## config.mk

```make
export PLATFORM = sky130hd
export DESIGN_NAME = fwg_cell
export DESIGN_NICKNAME = d
export VERILOG_FILES = /design/src/hw/rtl/fwg_pkg.sv /design/src/hw/rtl/fwg_cell.sv
export SDC_FILE = /design/constraint.sdc
export NUM_CORES = 1
export LEC_CHECK = 0
export BUFFER_PORTS_ARGS = -buffer_cell sky130_fd_sc_hd__buf_2
export CELL_PAD_IN_SITES_DETAIL_PLACEMENT = 0
export CELL_PAD_IN_SITES_GLOBAL_PLACEMENT = 1
export CORE_ASPECT_RATIO = 1.4
export CORE_MARGIN = 5
export CORE_UTILIZATION = 25
export DETAILED_ROUTE_END_ITERATION = 8
export PLACE_DENSITY = 0.47
export SLEW_MARGIN = 20
export SYNTH_ARGS = -nofsm -noshare
export SYNTH_HDL_FRONTEND = slang
export SYNTH_SLANG_ARGS = --single-unit
```

## constraint.sdc

```tcl
create_clock -name clk -period 17.9 [get_ports clk]
set_clock_uncertainty 0.15 [all_clocks]
set_input_delay 1.79 -clock clk [delete_from_list [all_inputs] [get_ports clk]]
set_output_delay 1.79 -clock clk [all_outputs]
set_load 0.05 [all_outputs]
```

## src/hw/rtl/fwg_pkg.sv

```systemverilog
package fwg_pkg;

  localparam int MAX_TAPS_DEF = 64;

  localparam int SAMPLE_W = 24;
  localparam int GAIN_W   = 16;
  localparam int COEFF_W  = 18;
  localparam int TAPIX_W  = 6;
  localparam int TAPS_W   = 7;
  localparam int PROD_W   = SAMPLE_W + COEFF_W;
  localparam int CFG_IDX_W  = 2;
  localparam int CFG_DATA_W = 24;

  localparam logic [GAIN_W-1:0]   GAIN_RESET = 16'd4096;
  localparam logic [TAPS_W-1:0]   TAPS_RESET = 7'd64;
  localparam logic signed [SAMPLE_W-1:0] Q23_MAX = 24'sh7FFFFF;
  localparam logic signed [SAMPLE_W-1:0] Q23_MIN = 24'sh800000;

  typedef enum logic [CFG_IDX_W-1:0] {
    REG_INPUT_GAIN  = 2'd0,
    REG_OUTPUT_GAIN = 2'd1,
    REG_BIAS_LEVEL  = 2'd2,
    REG_ACTIVE_TAPS = 2'd3
  } cfg_reg_e;

  typedef enum logic {
    REQ_SAMPLE = 1'b0,
    REQ_LOAD   = 1'b1
  } req_type_e;

  typedef enum logic [2:0] {
    ST_IDLE,
    ST_SHIFT,
    ST_SETTLE,
    ST_LAUNCH,
    ST_SWEEP,
    ST_ROUND,
    ST_GAIN,
    ST_EMIT
  } state_t;

  typedef struct packed {
    logic                      shift;
    logic                      load_en;
    logic [TAPIX_W-1:0]        load_index;
    logic signed [COEFF_W-1:0] load_value;
  } cell_ctrl_t;

endpackage

```

## src/hw/rtl/fwg_cell.sv

```systemverilog
module fwg_cell
  import fwg_pkg::*;
#(
  parameter int K     = 0,
  parameter int ACC_W = 49
) (
  input  logic                       clk,
  input  logic                       rst,
  input  cell_ctrl_t                 ctrl,
  input  logic [TAPS_W-1:0]          active_taps,
  input  logic signed [SAMPLE_W-1:0] data_in,
  output logic signed [SAMPLE_W-1:0] data_out,
  input  logic signed [ACC_W-1:0]    psum_in,
  input  logic                       psum_vin,
  output logic signed [ACC_W-1:0]    psum_out,
  output logic                       psum_vout
);

  logic signed [SAMPLE_W-1:0] data;
  logic signed [COEFF_W-1:0]  coeff;
  logic signed [PROD_W-1:0]   prod;
  logic signed [ACC_W-1:0]    psum;
  logic                       vout;
  logic                       tap_on;
  logic                       load_hit;
  logic signed [ACC_W-1:0]    addend;

  assign tap_on   = 32'(K) < 32'(active_taps);
  assign load_hit = ctrl.load_en && (32'(K) == 32'(ctrl.load_index));
  assign addend   = tap_on ? {{(ACC_W-PROD_W){prod[PROD_W-1]}}, prod} : '0;

  always_ff @(posedge clk) begin
    if (rst) begin
      data  <= '0;
      coeff <= '0;
      vout  <= 1'b0;
    end else begin
      if (ctrl.shift) begin
        data <= data_in;
      end
      if (load_hit) begin
        coeff <= ctrl.load_value;
      end
      vout <= psum_vin;
    end
  end

  // tap product, held stable while the delay line is still
  always_ff @(posedge clk) begin
    prod <= coeff * data;
    if (psum_vin) begin
      psum <= psum_in + addend;
    end
  end

  assign data_out  = data;
  assign psum_out  = psum;
  assign psum_vout = vout;

endmodule

```

### After elaboration in Yosys (flattened, before gate mapping)

Index checks and enable logic that the tools add are counted.

| operators by class | value |
|---|---|
| $add $sub $neg | 1 |
| multipliers | 1 |
| $lt $le $gt $ge | 1 |
| mux-type cells | 1 |
| reductions and logical operators | 2 |

Operators with widths:

| cell | count |
|---|---|
| adder 49 bit | 1 |
| 2-to-1 mux 49 bit | 1 |
| multiplier 18 x 24 -> 42 bit | 1 |
| less-than comparator 1 x 7 -> 1 bit (first input constant) | 1 |
| zero test 6 bit | 1 |
| logical AND 1 bit | 1 |

| storage, ports and cells | value |
|---|---|
| register bits after elaboration | 134 |
| input port bits | 109 |
| output and inout port bits | 74 |
| word-level logic and storage cells | 11 |

### Logic depth before layout (Yosys ltp)

Gate-level depths: netlist of the first run.

| depth | value |
|---|---|
| depth in word-level cells | 3 |
| mapped depth | 25 |

### Least setup slack after synthesis of the first run

OpenSTA, ideal clock, no wires.

| timing | value |
|---|---|
| path kind | reg-to-reg |
| start point | register data[14] (netlist: data_out[14]) |
| end point | register prod[40] |
| arrival time | 6357 ps |
| required time | 17631 ps |
| setup slack | 11274 ps |
| cell stages (with the launch flop) | 26 |
| path buffers | 3 |
| period minus slack after synthesis | 6626 ps |
| path through | dfxtp_1 -> clkbuf_1 -> clkbuf_1 -> nand2_1 -> fa_1 -> inv_1 -> fa_1 -> inv_1 -> fa_1 -> inv_1 -> fa_1 -> fa_1 -> inv_1 -> fa_1 -> inv_1 -> ha_1 -> clkbuf_1 -> nand3_1 -> nor2_1 -> nand2_1 -> o211ai_2 -> a2111oi_2 -> o31ai_1 -> nor2b_1 -> a211oi_2 -> xnor2_1 |

| on the way | value |
|---|---|
| longest elaborated chain between the ends | 1 |

RTL lines:

| element | RTL line | text |
|---|---|---|
| from (decl) | fwg_cell.sv:19 | `logic signed [SAMPLE_W-1:0] data;` |
| from (signal assigned) | fwg_cell.sv:39 | `data <= data_in;` |
| multiplier 18 x 24 -> 42 bit | fwg_cell.sv:50 | `prod <= coeff * data;` |
| to (signal assigned) | fwg_cell.sv:50 |  |
| to (decl) | fwg_cell.sv:21 | `logic signed [PROD_W-1:0] prod;` |

Every way passes these cells.
A chain may end at the register's enable or synchronous reset.

### Worst setup path after layout of the first run

| timing | value |
|---|---|
| start point | register coeff[17] |
| end point | register prod[40] |

| on the way | value |
|---|---|
| longest elaborated chain between the ends | 1 |

RTL lines:

| element | RTL line | text |
|---|---|---|
| from (decl) | fwg_cell.sv:20 | `logic signed [COEFF_W-1:0] coeff;` |
| from (signal assigned) | fwg_cell.sv:42 | `coeff <= ctrl.load_value;` |
| multiplier 18 x 24 -> 42 bit | fwg_cell.sv:50 |  |

Every way passes these cells.

==> impl_results.html, run 1 <==
<table>
<tr><th>Metric</th><th>Value</th></tr>
<tr><th colspan="2">Cells and area</th></tr>
<tr><td>Post-synthesis to final-layout area growth</td><td>11.8%</td></tr>
<tr><td>Number of fill cells</td><td>9594</td></tr>
<tr><td>Final design instance area without fill</td><td>24700 um^2</td></tr>
<tr><td>Share of layout cells above drive strength 1</td><td>9.99%</td></tr>
<tr><td>Utilization of the core after routing</td><td>28.1%</td></tr>
<tr><td>Post-route insts no fill</td><td>3692</td></tr>
<tr><td>Post-layout nets</td><td>3189</td></tr>
<tr><td>Diodes inserted</td><td>0</td></tr>
<tr><th colspan="2">Global route</th></tr>
<tr><td>Maximum number of pins on one net before global-route repair</td><td>51</td></tr>
<tr><td>Global-route wire length before repair</td><td>110000 um</td></tr>
<tr><td>Initial antenna violation count</td><td>2</td></tr>
<tr><td>Total global routing track utilization</td><td>15.4%</td></tr>
<tr><td>Global routing usage on met2</td><td>31.0%</td></tr>
<tr><td>Vias in the first global route</td><td>18.9k</td></tr>
<tr><td>Routing usage on met1</td><td>15.7%</td></tr>
<tr><td>M3 GR Usage</td><td>1.75%</td></tr>
<tr><td>GRT Max-Usage Layer</td><td>met2</td></tr>
<tr><td>Residual overflow from global routing</td><td>0</td></tr>
<tr><th colspan="2">Synth</th></tr>
<tr><td>Number of standard cells after synthesis</td><td>2409</td></tr>
<tr><td>Dominant combinational cell family by area after synthesis</td><td>adder cells</td></tr>
<tr><td>Post-synth top area share</td><td>38.6%</td></tr>
<tr><td>Average size of a mapped cell</td><td>9.18 um^2</td></tr>
<tr><td>Sequential fraction of the synthesis area</td><td>14.3%</td></tr>
<tr><td>Library cells used by synthesis</td><td>69</td></tr>
<tr><td>Cells taking the most area after synthesis</td><td>sky130_fd_sc_hd__fa_1 39%, sky130_fd_sc_hd__ha_1 8.7%, sky130_fd_sc_hd__inv_1 8.1%</td></tr>
<tr><td>Most frequently used flop master after synthesis</td><td>sky130_fd_sc_hd__dfxtp_1</td></tr>
<tr><td>Yosys reg bits</td><td>134</td></tr>
<tr><td>Proportion of synthesized area in mux cells</td><td>1.90%</td></tr>
<tr><td>Compound-cell area share of the yosys netlist</td><td>7.72%</td></tr>
<tr><td>Xor/xnor share of the synthesized area</td><td>3.52%</td></tr>
<tr><td>Post-synthesis instance area</td><td>22100 um^2</td></tr>
<tr><td>Net Count, Synth</td><td>3097</td></tr>
<tr><td>Adder-cell share of the synthesized area</td><td>47.2%</td></tr>
<tr><td>Simple-gate area share of the yosys netlist</td><td>15.1%</td></tr>
<tr><td>Top cell type by total area after synthesis</td><td>sky130_fd_sc_hd__fa_1</td></tr>
<tr><td>Number of enable flip-flop cells after synthesis</td><td>49</td></tr>
<tr><td>Fraction of registers with async set/reset</td><td>0%</td></tr>
<tr><td>Count of yosys warnings during synthesis</td><td>0</td></tr>
<tr><th colspan="2">STA</th></tr>
<tr><td>Count of final hold-check violations</td><td>0</td></tr>
<tr><td>Minimum clock period after layout</td><td>7.07 ns</td></tr>
<tr><td>Post-route worst hold slack</td><td>0.351 ns</td></tr>
<tr><td>Max Slew Vio Count</td><td>0</td></tr>
<tr><td>Unrepaired setup endpoints after global routing</td><td>false</td></tr>
<tr><td>Fin Setup TNS</td><td>0 ns</td></tr>
<tr><td>Rel. slew slack</td><td>25.3%</td></tr>
<tr><td>Pin slew with the least headroom to its limit</td><td>1.12 ns</td></tr>
<tr><td>Final setup margin</td><td>10.83 ns</td></tr>
<tr><td>Final Cycle Share</td><td>39.5%</td></tr>
<tr><td>Final setup viols</td><td>0</td></tr>
<tr><td>Highest clock rate</td><td>0.142 GHz</td></tr>
<tr><th colspan="2">Clock network</th></tr>
<tr><td>Number of buffers added by the clock tree synthesis step</td><td>17</td></tr>
<tr><td>Post-CTS Setup Inserts</td><td>0</td></tr>
<tr><td>Root Buffer Master</td><td>sky130_fd_sc_hd__clkbuf_16</td></tr>
<tr><td>Number of buffers inserted by hold repair at cts</td><td>0</td></tr>
<tr><td>Count of instances resized after the clock tree is built</td><td>0</td></tr>
<tr><td>CTS Sinks</td><td>134</td></tr>
<tr><td>CTS tree</td><td>built</td></tr>
<tr><td>Clock edge transition at the registers on the reported setup and hold paths</td><td>0.06 ns</td></tr>
<tr><td>Maximum buffer depth of the clock tree</td><td>2</td></tr>
<tr><td>H-Tree Depth</td><td>4</td></tr>
<tr><td>Worst-skew pair later-pin latency</td><td>0.50 ns</td></tr>
<tr><th colspan="2">Run</th></tr>
<tr><td>Count of maximum capacitance violations</td><td>0</td></tr>
<tr><th colspan="2">Detailed routing</th></tr>
<tr><td>Via count</td><td>16.2k</td></tr>
<tr><td>Starting DRC count in detailed routing</td><td>611</td></tr>
<tr><td>Count of TritonRoute iterations in the first routing pass</td><td>5</td></tr>
<tr><td>Count of antenna-violating nets left after detailed routing</td><td>0</td></tr>
<tr><td>Post-DR wirelength/cell</td><td>18.8 um</td></tr>
<tr><td>Detailed-route DRC error count</td><td>0</td></tr>
<tr><td>Via density</td><td>4.39</td></tr>
<tr><td>Wire length after detailed routing</td><td>69500 um</td></tr>
<tr><th colspan="2">Power and ir drop</th></tr>
<tr><td>Power, Total</td><td>856 uW</td></tr>
<tr><td>Portion of total power attributed to the clock network</td><td>42.9%</td></tr>
<tr><td>Total leakage power</td><td>12.3 nW</td></tr>
<tr><td>Switching pwr</td><td>265 uW</td></tr>
<tr><td>Max VDD drop</td><td>0.0805 mV</td></tr>
<tr><td>Combinational fraction of design power</td><td>15.8%</td></tr>
<tr><td>Proportion of total power due to net switching</td><td>31.0%</td></tr>
<tr><td>Sequential share of power</td><td>41.4%</td></tr>
<tr><td>Cell Pwr Density</td><td>34.6 nW/um^2</td></tr>
<tr><td>Internal</td><td>590 uW</td></tr>
<tr><th colspan="2">Hold path</th></tr>
<tr><td>Classification of the worst-slack hold path</td><td>flop to flop</td></tr>
<tr><td>Source of the worst hold timing path</td><td>coeff[9]</td></tr>
<tr><th colspan="2">Floorplanning</th></tr>
<tr><td>Number of placement rows</td><td>129</td></tr>
<tr><td>Core area</td><td>88100 um^2</td></tr>
<tr><td>Initial Utilization</td><td>25.1%</td></tr>
<tr><td>Die outline width</td><td>261 um</td></tr>
<tr><td>Top-level port count</td><td>183</td></tr>
<tr><td>Die footprint</td><td>94600 um^2</td></tr>
<tr><td>Overall die height</td><td>362 um</td></tr>
<tr><th colspan="2">Worst setup path</th></tr>
<tr><td>Critical Path Start</td><td>coeff[17]</td></tr>
<tr><td>Critical setup path kind</td><td>flop to flop</td></tr>
<tr><td>CP Data Required Time</td><td>18.18 ns</td></tr>
<tr><td>Reg2Reg Launch Point</td><td>coeff[17]</td></tr>
<tr><td>Critical path fanouts, max</td><td>19</td></tr>
<tr><td>Worst setup EP type</td><td>flop</td></tr>
<tr><td>Arrival time reported for the critical path endpoint</td><td>7.34 ns</td></tr>
<tr><td>Startpoint Class</td><td>flop</td></tr>
<tr><th colspan="2">Placed design</th></tr>
<tr><td>Post-detailed-placement half-perimeter wirelength</td><td>57700 um</td></tr>
<tr><td>IO buf count</td><td>182</td></tr>
<tr><td>Inst Count DP</td><td>3661</td></tr>
<tr><td>Pre-CTS setup slack</td><td>10.80 ns</td></tr>
<tr><td>Post-detailed-placement cell area</td><td>24100 um^2</td></tr>
<tr><td>GP Congestion</td><td>0.827</td></tr>
<tr><th colspan="2">Outcome</th></tr>
<tr><td>Result of the run</td><td>complete, no violations</td></tr>
</table>
[state kept, by name, summed over array words and instances, names as in the netlist]
name,flops
coeff,18
data_out,24
prod,42
psum_out,49
psum_vout,1
[cells in the final DEF (no fill, tap or decap), types with 5 or more instances in the layout]
master                        n
sky130_fd_sc_hd__a211oi_1     7
sky130_fd_sc_hd__a21o_1      33
sky130_fd_sc_hd__a21oi_1     83
sky130_fd_sc_hd__a31oi_1      8
sky130_fd_sc_hd__and2_1     191
sky130_fd_sc_hd__and3_1       8
sky130_fd_sc_hd__buf_2      182
sky130_fd_sc_hd__buf_4       15
sky130_fd_sc_hd__clkbuf_16   17
sky130_fd_sc_hd__dfxtp_1     83
sky130_fd_sc_hd__edfxtp_1    49
sky130_fd_sc_hd__fa_1       426
sky130_fd_sc_hd__ha_1       153
sky130_fd_sc_hd__inv_1      476
sky130_fd_sc_hd__mux2i_1     42
sky130_fd_sc_hd__nand2_1    320
sky130_fd_sc_hd__nand2b_1    13
sky130_fd_sc_hd__nand3_1     24
sky130_fd_sc_hd__nand4_1     12
sky130_fd_sc_hd__nor2_1     108
sky130_fd_sc_hd__nor2b_1      8
sky130_fd_sc_hd__nor3_1       9
sky130_fd_sc_hd__o211ai_1    16
sky130_fd_sc_hd__o21a_1      23
sky130_fd_sc_hd__o21ai_0     40
sky130_fd_sc_hd__o21ai_1      5
sky130_fd_sc_hd__o21bai_1     6
sky130_fd_sc_hd__xnor2_1     66
sky130_fd_sc_hd__xor2_1      23
[cells in the mapped netlist (2+ instances only)]
cell type / instances
sky130_fd_sc_hd__buf_2: 8
sky130_fd_sc_hd__nor3_1: 9
sky130_fd_sc_hd__nor4_1: 2
sky130_fd_sc_hd__mux2i_1: 42
sky130_fd_sc_hd__o21ai_1: 5
sky130_fd_sc_hd__ha_1: 153
sky130_fd_sc_hd__nand4_1: 12
sky130_fd_sc_hd__o21ai_0: 40
sky130_fd_sc_hd__fa_1: 426
sky130_fd_sc_hd__a211oi_2: 2
sky130_fd_sc_hd__clkbuf_1: 114
sky130_fd_sc_hd__and3_1: 8
sky130_fd_sc_hd__nor2_1: 108
sky130_fd_sc_hd__nand2b_1: 13
sky130_fd_sc_hd__dfxtp_1: 85
sky130_fd_sc_hd__xor2_1: 23
sky130_fd_sc_hd__a211oi_1: 7
sky130_fd_sc_hd__and4_1: 2
sky130_fd_sc_hd__a2111o_1: 2
sky130_fd_sc_hd__o211ai_2: 2
sky130_fd_sc_hd__or3_1: 2
sky130_fd_sc_hd__edfxtp_1: 49
sky130_fd_sc_hd__a21o_1: 33
sky130_fd_sc_hd__o21ba_2: 2
sky130_fd_sc_hd__and2_1: 191
sky130_fd_sc_hd__a21oi_1: 83
sky130_fd_sc_hd__a311oi_1: 2
sky130_fd_sc_hd__inv_1: 476
sky130_fd_sc_hd__o21bai_1: 6
sky130_fd_sc_hd__o21a_1: 23
sky130_fd_sc_hd__o22ai_1: 2
sky130_fd_sc_hd__o211ai_1: 16
sky130_fd_sc_hd__a31oi_1: 8
sky130_fd_sc_hd__a21boi_0: 3
sky130_fd_sc_hd__nor2b_1: 8
sky130_fd_sc_hd__xnor2_1: 66
sky130_fd_sc_hd__nand2_1: 321
sky130_fd_sc_hd__nand3_1: 24
[worst paths after layout]
check | to | slack [ns] | cells past startpoint
hold / removal | coeff[9] | 0.35 | 2
setup / recovery | prod[40] | 10.83 | 20
hold reg to reg | coeff[9] | 0.35 | 2
setup reg to reg | prod[40] | 10.83 | 20
[per-layer routing]
metal  routed length (um)  vias to the layer above  share of wire [%]
met4                 2620                        0                3.8
met5                    0                        -                  0
met2                40100                      263                 58
met3                 1650                       77                2.4
li1                     -                     7523                  -
met1                25100                     8343                 36
[cells by family (layout without fill, tap and decap cells)]
kind of cell | count (synthesis) | in the layout
adder cells (fa/ha/maj) | 579 | 579
buffers and inverters | 601 | 705
multiplexers | 42 | 42
AND/OR/NAND/NOR | 707 | 707
flip-flops | 134 | 134
AO/OA/AOI/OAI | 257 | 257
XOR/XNOR | 89 | 89
[critical path: stages, from the launching register on]
cell,delay (ns)
sky130_fd_sc_hd__dfxtp_1,0.62
sky130_fd_sc_hd__clkinv_1,0.72
sky130_fd_sc_hd__nor2_1,0.32
sky130_fd_sc_hd__fa_1,0.46
sky130_fd_sc_hd__fa_1,0.46
sky130_fd_sc_hd__fa_1,0.52
sky130_fd_sc_hd__fa_1,0.44
sky130_fd_sc_hd__fa_1,0.49
sky130_fd_sc_hd__inv_1,0.05
sky130_fd_sc_hd__fa_1,0.47
sky130_fd_sc_hd__inv_1,0.04
sky130_fd_sc_hd__ha_1,0.36
sky130_fd_sc_hd__a21o_1,0.21
sky130_fd_sc_hd__a21o_1,0.17
sky130_fd_sc_hd__a21oi_1,0.19
sky130_fd_sc_hd__o22ai_1,0.14
sky130_fd_sc_hd__a2111oi_2,0.45
sky130_fd_sc_hd__o31ai_1,0.20
sky130_fd_sc_hd__nor2b_1,0.17
sky130_fd_sc_hd__a211oi_2,0.23
sky130_fd_sc_hd__xnor2_1,0.14
[power by group through the flow]
stage / Combinational (mW) / Clock (mW) / Sequential, mW
6_report: 0.135 / 0.367 / 0.354
5_1_grt: 0.147 / 0.396 / 0.357
3_3_place_gp: 0.137 / 0 / 0.361
4_1_cts: 0.138 / 0.388 / 0.355
2_1_floorplan: 0.0635 / 0 / 0.379
3_5_place_dp: 0.137 / 0 / 0.362
[cell type report]
cell class / instances / area [um^2] / share of cell area (%)
clock buffers: 24 / 489 / 1.98
clock inverters: 7 / 95.1 / 0.384
inverters: 477 / 1790 / 7.24
multi-input cells: 1674 / 16700 / 67.5
flip-flops and latches: 134 / 3180 / 12.8
well taps: 1179 / 1480 / 5.96
repair buffers: 197 / 1020 / 4.14
Power figures use the tool's default switching activity.
==> run 2, diff against run 1 <==
Settings changed: ABC_AREA set to 1, PLACE_DENSITY 0.47 to 0.51.
Clock period 17.9 ns to 5.9 ns, I/O delays scaled along.
==> run 2 against run 1 <==
  * Via count up 30%
  * Critical endpoint unchanged
  * Non-clock buffer count rose by 196
  * Area after synthesis is 13% higher
  * Sequential power grew to 2.9 times the previous value
  * Combinational power grew to 4.2 times the previous value
  * Largest power group unchanged
  * Global-route usage grew 1.0 points
==> impl_results.html, run 2 <==
<table>
<tr><th>Metric</th><th>Value</th></tr>
<tr><th colspan="2">Clock network</th></tr>
<tr><td>CTS Sinks</td><td>134 (unchanged)</td></tr>
<tr><td>Worst-skew pair later-pin latency</td><td>0.50 ns (about the same)</td></tr>
<tr><td>Number of buffers added by the clock tree synthesis step</td><td>17 (unchanged)</td></tr>
<tr><td>Number of buffers inserted by hold repair at cts</td><td>0 (unchanged)</td></tr>
<tr><td>CTS tree</td><td>built</td></tr>
<tr><td>Clock edge transition at the registers on the reported setup and hold paths</td><td>0.09 ns (+0.03 ns)</td></tr>
<tr><td>Root Buffer Master</td><td>sky130_fd_sc_hd__clkbuf_16</td></tr>
<tr><td>Maximum buffer depth of the clock tree</td><td>2 (unchanged)</td></tr>
<tr><td>H-Tree Depth</td><td>4 (unchanged)</td></tr>
<tr><th colspan="2">Worst setup path</th></tr>
<tr><td>R2r setup slk</td><td>0.25 ns (-10.58 ns)</td></tr>
<tr><td>Arrival time reported for the critical path endpoint</td><td>5.87 ns (-1.47 ns)</td></tr>
<tr><td>Critical path fanouts, max</td><td>5 (-14)</td></tr>
<tr><td>Startpoint Class</td><td>flop</td></tr>
<tr><td>CP Data Required Time</td><td>6.12 ns (-12.06 ns)</td></tr>
<tr><td>Critical setup path kind</td><td>flop to flop</td></tr>
<tr><td>Worst setup EP type</td><td>flop</td></tr>
<tr><th colspan="2">Detailed routing</th></tr>
<tr><td>Count of antenna-violating nets left after detailed routing</td><td>0 (unchanged)</td></tr>
<tr><td>Wire length after detailed routing</td><td>85800 um (+23%)</td></tr>
<tr><td>Count of TritonRoute iterations in the first routing pass</td><td>5 (unchanged)</td></tr>
<tr><td>Post-DR wirelength/cell</td><td>16.9 um (-10%)</td></tr>
<tr><td>Via density</td><td>4.13 (-5.8%)</td></tr>
<tr><td>Starting DRC count in detailed routing</td><td>733 (+20%)</td></tr>
<tr><td>Detailed-route DRC error count</td><td>0 (unchanged)</td></tr>
<tr><td>Via count</td><td>21.0k (+30%)</td></tr>
<tr><th colspan="2">Hold path</th></tr>
<tr><td>Classification of the worst-slack hold path</td><td>input pin to flop</td></tr>
<tr><th colspan="2">Synth</th></tr>
<tr><td>Synth top cells by count</td><td>1074 x sky130_fd_sc_hd__nand2_1, 932 x sky130_fd_sc_hd__inv_1, 426 x sky130_fd_sc_hd__fa_1</td></tr>
<tr><td>Top cell type by total area after synthesis</td><td>sky130_fd_sc_hd__fa_1</td></tr>
<tr><td>Sequential fraction of the synthesis area</td><td>12.7% (-1.7 points)</td></tr>
<tr><td>Cells taking the most area after synthesis</td><td>sky130_fd_sc_hd__fa_1 34%, sky130_fd_sc_hd__nand2_1 16%, sky130_fd_sc_hd__inv_1 14%</td></tr>
<tr><td>Post-synth top area share</td><td>34.1% (-4.5 points)</td></tr>
<tr><td>Average size of a mapped cell</td><td>7.24 um^2 (-21%)</td></tr>
<tr><td>Most frequent cell after synthesis</td><td>sky130_fd_sc_hd__nand2_1</td></tr>
<tr><td>Net Count, Synth</td><td>4142 (+34%)</td></tr>
<tr><td>Fraction of registers with async set/reset</td><td>0% (unchanged)</td></tr>
<tr><td>Library cells used by synthesis</td><td>39 (-43%)</td></tr>
<tr><td>Number of standard cells after synthesis</td><td>3454 (+43%)</td></tr>
<tr><td>Post-synthesis instance area</td><td>25000 um^2 (+13%)</td></tr>
<tr><td>Count of yosys warnings during synthesis</td><td>0 (unchanged)</td></tr>
<tr><td>Number of enable flip-flop cells after synthesis</td><td>49 (unchanged)</td></tr>
<tr><td>Most frequently used flop master after synthesis</td><td>sky130_fd_sc_hd__dfxtp_1</td></tr>
<tr><td>Yosys reg bits</td><td>134 (unchanged)</td></tr>
<tr><th colspan="2">STA</th></tr>
<tr><td>Final setup margin</td><td>0.254 ns (-10.58 ns)</td></tr>
<tr><td>Minimum clock period after layout</td><td>5.65 ns (-1.42 ns)</td></tr>
<tr><td>Count of final hold-check violations</td><td>0 (unchanged)</td></tr>
<tr><td>Final setup viols</td><td>0 (unchanged)</td></tr>
<tr><td>Highest clock rate</td><td>0.177 GHz (+25%)</td></tr>
<tr><td>Rel. slew slack</td><td>39.3% (+14 points)</td></tr>
<tr><td>Unrepaired setup endpoints after global routing</td><td>true</td></tr>
<tr><td>Final Cycle Share</td><td>95.7% (+56 points)</td></tr>
<tr><td>Max Slew Vio Count</td><td>0 (unchanged)</td></tr>
<tr><td>Pin slew with the least headroom to its limit</td><td>0.911 ns (-0.208 ns)</td></tr>
<tr><th colspan="2">Cells and area</th></tr>
<tr><td>Number of fill cells</td><td>11.2k (+16%)</td></tr>
<tr><td>Diodes inserted</td><td>0 (unchanged)</td></tr>
<tr><td>Share of layout cells above drive strength 1</td><td>15.2% (+5.2 points)</td></tr>
<tr><td>Register cell area after layout</td><td>3200 um^2 (+0.75%)</td></tr>
<tr><td>Post-layout nets</td><td>4436 (+39%)</td></tr>
<tr><td>Post-route insts no fill</td><td>5081 (+38%)</td></tr>
<tr><td>Commonest non-fill, non-tap cell in the layout</td><td>sky130_fd_sc_hd__nand2_1</td></tr>
<tr><td>Commonest cells after routing, fill and taps aside</td><td>1070 x sky130_fd_sc_hd__nand2_1, 931 x sky130_fd_sc_hd__inv_1, 424 x sky130_fd_sc_hd__fa_1, 182 x sky130_fd_sc_hd__buf_2, 177 x sky130_fd_sc_hd__buf_4</td></tr>
<tr><td>Post-synthesis to final-layout area growth</td><td>19.1%</td></tr>
<tr><td>Total area of multi-input combinational cells</td><td>17900 um^2 (+7.6%)</td></tr>
<tr><td>Flip-flop count of the largest register after layout</td><td>49 (unchanged)</td></tr>
<tr><th colspan="2">Placed design</th></tr>
<tr><td>IO buf count</td><td>182 (unchanged)</td></tr>
<tr><td>Post-detailed-placement half-perimeter wirelength</td><td>75000 um (+30%)</td></tr>
<tr><td>Pre-CTS setup slack</td><td>-0.161 ns (-10.96 ns)</td></tr>
<tr><td>GP Congestion</td><td>0.869 (+5.1%)</td></tr>
<tr><td>Inst Count DP</td><td>5048 (+38%)</td></tr>
<tr><th colspan="2">Floorplanning</th></tr>
<tr><td>Core area</td><td>99400 um^2 (+13%)</td></tr>
<tr><td>Top-level port count</td><td>183 (unchanged)</td></tr>
<tr><td>Overall die height</td><td>384 um (+6.2%)</td></tr>
<tr><td>Die outline width</td><td>277 um (+6.1%)</td></tr>
<tr><td>Initial Utilization</td><td>25.2% (+0.053 points)</td></tr>
<tr><td>Die footprint</td><td>107000 um^2 (+13%)</td></tr>
<tr><td>Number of placement rows</td><td>137 (+6.2%)</td></tr>
<tr><th colspan="2">Power and ir drop</th></tr>
<tr><td>Total leakage power</td><td>16.8 nW (+37%)</td></tr>
<tr><td>Max VDD drop</td><td>0.179 mV (+120%)</td></tr>
<tr><td>Cell Pwr Density</td><td>90.6 nW/um^2 (+160%)</td></tr>
<tr><th colspan="2">Global route</th></tr>
<tr><td>Vias in the first global route</td><td>23.2k (+23%)</td></tr>
<tr><td>Residual overflow from global routing</td><td>0 (unchanged)</td></tr>
<tr><td>Global-route wire length before repair</td><td>134000 um (+22%)</td></tr>
<tr><td>Total global routing track utilization</td><td>16.4% (+1.0 points)</td></tr>
<tr><td>Initial antenna violation count</td><td>1 (-1)</td></tr>
<tr><td>Maximum number of pins on one net before global-route repair</td><td>51 (unchanged)</td></tr>
<tr><th colspan="2">Run</th></tr>
<tr><td>Count of maximum capacitance violations</td><td>0 (unchanged)</td></tr>
<tr><th colspan="2">Outcome</th></tr>
<tr><td>Result of the run</td><td>complete, no violations</td></tr>
</table>
## run 2: cell types whose count changed in the layout (fill, tap and decap cells not counted), moves of 32 or more
| cell | before | now |
|---|---|---|
| sky130_fd_sc_hd__a21oi_1 | 83 | 118 |
| sky130_fd_sc_hd__and2_1 | 191 | 0 |
| sky130_fd_sc_hd__buf_12 | 0 | 32 |
| sky130_fd_sc_hd__buf_4 | 15 | 177 |
| sky130_fd_sc_hd__inv_1 | 476 | 931 |
| sky130_fd_sc_hd__mux2i_1 | 42 | 0 |
| sky130_fd_sc_hd__nand2_1 | 320 | 1070 |
| sky130_fd_sc_hd__nand3_1 | 24 | 86 |
| sky130_fd_sc_hd__nor2_1 | 108 | 146 |
| sky130_fd_sc_hd__nor2_2 | 0 | 41 |
| sky130_fd_sc_hd__xnor2_1 | 66 | 17 |
## run 2: path summary, 6_finish.rpt
check                 end  cells past startpoint    startpoint
max              prod[40]                     22      coeff[4]
min              coeff[4]                      3       ctrl[4]
max reg2reg      prod[40]                     22      coeff[4]
min reg2reg  data_out[14]                      2  data_out[14]
## run 2: timing repair
action / 4_1_cts / 5_1_grt
pin swaps: 0 / 1
gates cloned: 0 / 0
endpoints found under the setup margin: 7 / 23
resized for setup: 7 / 46
endpoints found under the hold margin: 0 / 0
setup buffers: 0 / 1
## run 2: critical path, stage by stage (launching register included)
cell and delay (ns):
sky130_fd_sc_hd__dfxtp_2 0.35, sky130_fd_sc_hd__buf_12 0.13, sky130_fd_sc_hd__nand2_1 0.08, sky130_fd_sc_hd__inv_1 0.07
sky130_fd_sc_hd__fa_2 0.60, sky130_fd_sc_hd__inv_1 0.11, sky130_fd_sc_hd__fa_1 0.50, sky130_fd_sc_hd__inv_1 0.06
sky130_fd_sc_hd__fa_1 0.48, sky130_fd_sc_hd__fa_1 0.53, sky130_fd_sc_hd__fa_1 0.53, sky130_fd_sc_hd__inv_1 0.06
sky130_fd_sc_hd__fa_1 0.47, sky130_fd_sc_hd__inv_1 0.04, sky130_fd_sc_hd__ha_1 0.35, sky130_fd_sc_hd__nand2_1 0.10
sky130_fd_sc_hd__buf_4 0.15, sky130_fd_sc_hd__nor2_1 0.12, sky130_fd_sc_hd__nand2_1 0.13, sky130_fd_sc_hd__nor2_1 0.16
sky130_fd_sc_hd__nand4_1 0.15, sky130_fd_sc_hd__nand4_1 0.12, sky130_fd_sc_hd__nand2_1 0.06
## run 2: per-layer routing
| metal | vias to the layer above | GRT usage, % | part of all wire [%] |
|---|---|---|---|
| li1 | 10500 | - | - |
| met5 | - | 0 | 0 |
| met2 | 312 | 33.1 | 56 |
| met1 | 10100 | 18.3 | 40 |
| met4 | 0 | 3.76 | 2.1 |
| met3 | 63 | 1.70 | 2.4 |
## run 2: cells by family (layout without fill, tap and decap cells)
family / count (synthesis) / in the layout / synth area share, %
AND/OR/NAND/NOR: 1452 / 1452 / 23.9
AO/OA/AOI/OAI: 164 / 164 / 3.54
adder cells (fa/ha/maj): 579 / 579 / 41.8
buffers and inverters: 1063 / 1370 / 16.0
flip-flops: 134 / 134 / 12.7
XOR/XNOR: 62 / 62 / 2.17
## run 2: final cells by class
cell class	count	area share (%)
flip-flops and latches	134	10.7
multi-input cells	2257	60.2
inverters	945	11.9
repair buffers	393	9.74
clock inverters	12	0.302
well taps	1320	5.54
clock buffers	20	1.55
## run 2: where the power goes
group	total (mW)	leakage [nW]	switching, mW	internal (mW)
clock	1.11	0.277	0.539	0.571
sequential	1.03	1.18	0.0262	1.00
combinational	0.563	15.4	0.395	0.168
## run 2: stage by stage
stage	TNS [ns]	total power, mW	utilization, %	hold slack, ns	instance area (um^2)
floorplan	0	1.38	-	0.406	25000
global placement	-0.290	1.63	29.3	0.341	29100
detailed placement	-0.462	1.63	29.3	0.344	29100
CTS	0	2.77	29.8	0.139	29700
global route	-0.0897	2.84	30.0	0.168	29800
finish	0	2.70	30.0	0.183	29800
==> run 3, diff against run 2 <==
Settings changed: PLACE_DENSITY 0.51 to 0.49.
Clock period 5.9 ns to 6.52 ns, I/O delays scaled along.
==> run 3 against run 2 <==
  * Register-to-register slack improved by 0.06 ns
  * Core utilization decreased by 1.4 points
  * Global-route usage rose by 0.071 points
  * Wire length up 0.37%
  * First-iteration DRC count down 10%
  * Fmax shrank 9.0%
  * Via count decreased by 3.1%
  * Final cell count is 2.6% lower
  * Critical path type unchanged
  * Largest power group unchanged
  * Highest routed layer unchanged
==> impl_results.html, run 3 (synthesized netlist as in run 2, its figures left out) <==
<table>
<tr><th>Metric</th><th>Value</th></tr>
<tr><th colspan="2">Outcome</th></tr>
<tr><td>Result of the run</td><td>complete, no violations</td></tr>
<tr><th colspan="2">STA</th></tr>
<tr><td>Max Slew Vio Count</td><td>0 (unchanged)</td></tr>
<tr><td>Final setup viols</td><td>0 (unchanged)</td></tr>
<tr><td>Pin slew with the least headroom to its limit</td><td>0.938 ns (+0.0279 ns)</td></tr>
<tr><td>Final Cycle Share</td><td>95.1% (-0.55 points)</td></tr>
<tr><td>Rel. slew slack</td><td>37.4% (-1.9 points)</td></tr>
<tr><td>Unrepaired setup endpoints after global routing</td><td>false</td></tr>
<tr><td>Minimum clock period after layout</td><td>6.20 ns (+0.557 ns)</td></tr>
<tr><td>Highest clock rate</td><td>0.161 GHz (-9.0%)</td></tr>
<tr><td>Fin Setup TNS</td><td>0 ns (unchanged)</td></tr>
<tr><td>Count of final hold-check violations</td><td>0 (unchanged)</td></tr>
<tr><th colspan="2">Placed design</th></tr>
<tr><td>IO buf count</td><td>182 (unchanged)</td></tr>
<tr><td>GP Congestion</td><td>0.868 (-0.20%)</td></tr>
<tr><td>Post-detailed-placement half-perimeter wirelength</td><td>75700 um (+0.88%)</td></tr>
<tr><td>Post-detailed-placement cell area</td><td>27800 um^2 (-4.4%)</td></tr>
<tr><th colspan="2">Worst setup path</th></tr>
<tr><td>Critical path fanouts, max</td><td>18 (+13)</td></tr>
<tr><td>Highest-delay cell along the critical path</td><td>sky130_fd_sc_hd__dfxtp_1</td></tr>
<tr><td>Critical setup path kind</td><td>flop to flop</td></tr>
<tr><td>Arrival time reported for the critical path endpoint</td><td>6.43 ns (+0.56 ns)</td></tr>
<tr><td>Worst setup EP type</td><td>flop</td></tr>
<tr><td>Slowest stage delay, CP</td><td>0.59 ns (about the same)</td></tr>
<tr><td>CP Data Required Time</td><td>6.75 ns (+0.63 ns)</td></tr>
<tr><td>Worst path cell trace</td><td>buf_4, nand2_1, fa_1, inv_1, fa_1, inv_1, fa_1, inv_1, fa_1, fa_1, inv_1, fa_1, inv_1, ha_1, nand2_1, inv_1, a21oi_1, o21bai_1, nand2b_1, nand2_1, nand2_1, nand2_1, nand2_1</td></tr>
<tr><td>Startpoint Class</td><td>flop</td></tr>
<tr><th colspan="2">Detailed routing</th></tr>
<tr><td>Wire length after detailed routing</td><td>86100 um (+0.37%)</td></tr>
<tr><td>Count of TritonRoute iterations in the first routing pass</td><td>5 (unchanged)</td></tr>
<tr><td>Via density</td><td>4.11 (-0.52%)</td></tr>
<tr><td>Starting DRC count in detailed routing</td><td>660 (-10%)</td></tr>
<tr><td>Count of antenna-violating nets left after detailed routing</td><td>0 (unchanged)</td></tr>
<tr><td>Post-DR wirelength/cell</td><td>17.4 um (+3.0%)</td></tr>
<tr><td>Via count</td><td>20.4k (-3.1%)</td></tr>
<tr><td>Detailed-route DRC error count</td><td>0 (unchanged)</td></tr>
<tr><th colspan="2">Floorplanning</th></tr>
<tr><td>Initial Utilization</td><td>25.2% (unchanged)</td></tr>
<tr><td>Die outline width</td><td>277 um (unchanged)</td></tr>
<tr><td>Top-level port count</td><td>183 (unchanged)</td></tr>
<tr><td>Die footprint</td><td>107000 um^2 (unchanged)</td></tr>
<tr><td>Overall die height</td><td>384 um (unchanged)</td></tr>
<tr><td>Core area</td><td>99400 um^2 (unchanged)</td></tr>
<tr><td>Number of placement rows</td><td>137 (unchanged)</td></tr>
<tr><th colspan="2">Power and ir drop</th></tr>
<tr><td>Cell Pwr Density</td><td>87.5 nW/um^2 (-3.5%)</td></tr>
<tr><td>Max VDD drop</td><td>0.154 mV (-14%)</td></tr>
<tr><td>Total leakage power</td><td>16.1 nW (-4.3%)</td></tr>
<tr><th colspan="2">Clock network</th></tr>
<tr><td>CTS Sinks</td><td>134 (unchanged)</td></tr>
<tr><td>Clock edge transition at the registers on the reported setup and hold paths</td><td>0.08 ns (about the same)</td></tr>
<tr><td>Post-CTS Setup Inserts</td><td>0 (unchanged)</td></tr>
<tr><td>Worst-skew pair later-pin latency</td><td>0.50 ns (about the same)</td></tr>
<tr><td>Root Buffer Master</td><td>sky130_fd_sc_hd__clkbuf_16</td></tr>
<tr><td>CTS tree</td><td>built</td></tr>
<tr><td>H-Tree Depth</td><td>4 (unchanged)</td></tr>
<tr><td>Maximum buffer depth of the clock tree</td><td>2 (unchanged)</td></tr>
<tr><td>Number of buffers added by the clock tree synthesis step</td><td>17 (unchanged)</td></tr>
<tr><th colspan="2">Cells and area</th></tr>
<tr><td>Utilization of the core after routing</td><td>28.6% (-1.4 points)</td></tr>
<tr><td>Post-synthesis to final-layout area growth</td><td>13.6%</td></tr>
<tr><td>Post-layout nets</td><td>4305 (-3.0%)</td></tr>
<tr><td>Diodes inserted</td><td>0 (unchanged)</td></tr>
<tr><td>Share of layout cells above drive strength 1</td><td>10.9% (-4.3 points)</td></tr>
<tr><td>Commonest cells after routing, fill and taps aside</td><td>1074 x sky130_fd_sc_hd__nand2_1, 932 x sky130_fd_sc_hd__inv_1, 425 x sky130_fd_sc_hd__fa_1, 182 x sky130_fd_sc_hd__buf_2, 161 x sky130_fd_sc_hd__nor2_1</td></tr>
<tr><td>Number of fill cells</td><td>11.2k (+0.25%)</td></tr>
<tr><td>Flip-flop count of the largest register after layout</td><td>49 (unchanged)</td></tr>
<tr><td>Commonest non-fill, non-tap cell in the layout</td><td>sky130_fd_sc_hd__nand2_1</td></tr>
<tr><td>Final design instance area without fill</td><td>28400 um^2 (-4.6%)</td></tr>
<tr><th colspan="2">Global route</th></tr>
<tr><td>Vias in the first global route</td><td>22.7k (-2.2%)</td></tr>
<tr><td>Initial antenna violation count</td><td>0 (-1)</td></tr>
<tr><td>Global-route wire length before repair</td><td>134000 um (-0.19%)</td></tr>
<tr><td>Maximum number of pins on one net before global-route repair</td><td>51 (unchanged)</td></tr>
<tr><td>Total global routing track utilization</td><td>16.5% (+0.071 points)</td></tr>
<tr><td>Residual overflow from global routing</td><td>0 (unchanged)</td></tr>
<tr><th colspan="2">Hold path</th></tr>
<tr><td>Classification of the worst-slack hold path</td><td>input pin to flop</td></tr>
<tr><th colspan="2">Run</th></tr>
<tr><td>Count of maximum capacitance violations</td><td>0 (unchanged)</td></tr>
</table>
run 3: cell types whose count changed in the layout (fill, tap and decap cells not counted), sizes merged:
| cell | previous run | this run |
|---|---|---|
| clkinv | 8 | 4 |
| bufinv | 0 | 2 |
| inv | 948 | 951 |
| clkbuf | 20 | 19 |
| buf | 393 | 262 |
run 3: per-layer routing:
layer	up-vias	GRT usage, %	share of wire (%)
met2	295	33.3	56
met5	-	0	0
met1	9741	18.1	40
met3	77	1.82	2.2
li1	10200	-	-
met4	0	4.17	2.3
run 3: through the flow:
stage	hold WS, ns	instances	power (mW)	setup WS, ns
after detailed placement	0.305	4918	1.45	0.151
final	0.241	4950	2.49	0.317
after global routing	0.215	4950	2.61	0.0552
after CTS	0.196	4950	2.54	0.145
after global placement	0.303	4918	1.45	0.162
after floorplan	0.406	3454	1.25	0.514
run 3: timing repair:
action | 4_1_cts | 5_1_grt
endpoints found under the hold margin | 0 | 0
hold buffers | 0 | 0
endpoints found under the setup margin | 0 | 4
gates resized for setup | 0 | 2
run 3: cell type report:
cell class | instances | area (um^2) | share of cell area, %
clock inverter | 13 | 140 | 0.493
clock buffer | 19 | 444 | 1.56
tap | 1320 | 1650 | 5.81
timing repair buffer | 262 | 1610 | 5.67
inverter | 945 | 3550 | 12.5
multi-input combinational | 2257 | 17800 | 62.8
sequential | 134 | 3170 | 11.2
run 3: path summary, 6_finish.rpt:
kind,endpoint,slack [ns],startpoint,depth (start not counted)
worst max-delay path,prod[37],0.32,coeff[6],23
worst min-delay path,coeff[16],0.24,ctrl[16],3
worst max register to register,prod[37],0.32,coeff[6],23
worst min register to register,data_out[8],0.31,data_out[8],2
run 3: worst max-delay path: cells and delay by family (launching register included):
kind,cells,cell delay (ns)
adders and majority gates,7,3.34
and+or+nand+nor,7,0.85
DFF,1,0.59
buffers and inverters,7,0.73
AOI/OAI and AO/OA,2,0.41
run 3: report_power, final:
| group | switching, mW | internal [mW] |
|---|---|---|
| registers | 0.0293 | 0.907 |
| logic | 0.348 | 0.134 |
| clock network | 0.488 | 0.579 |
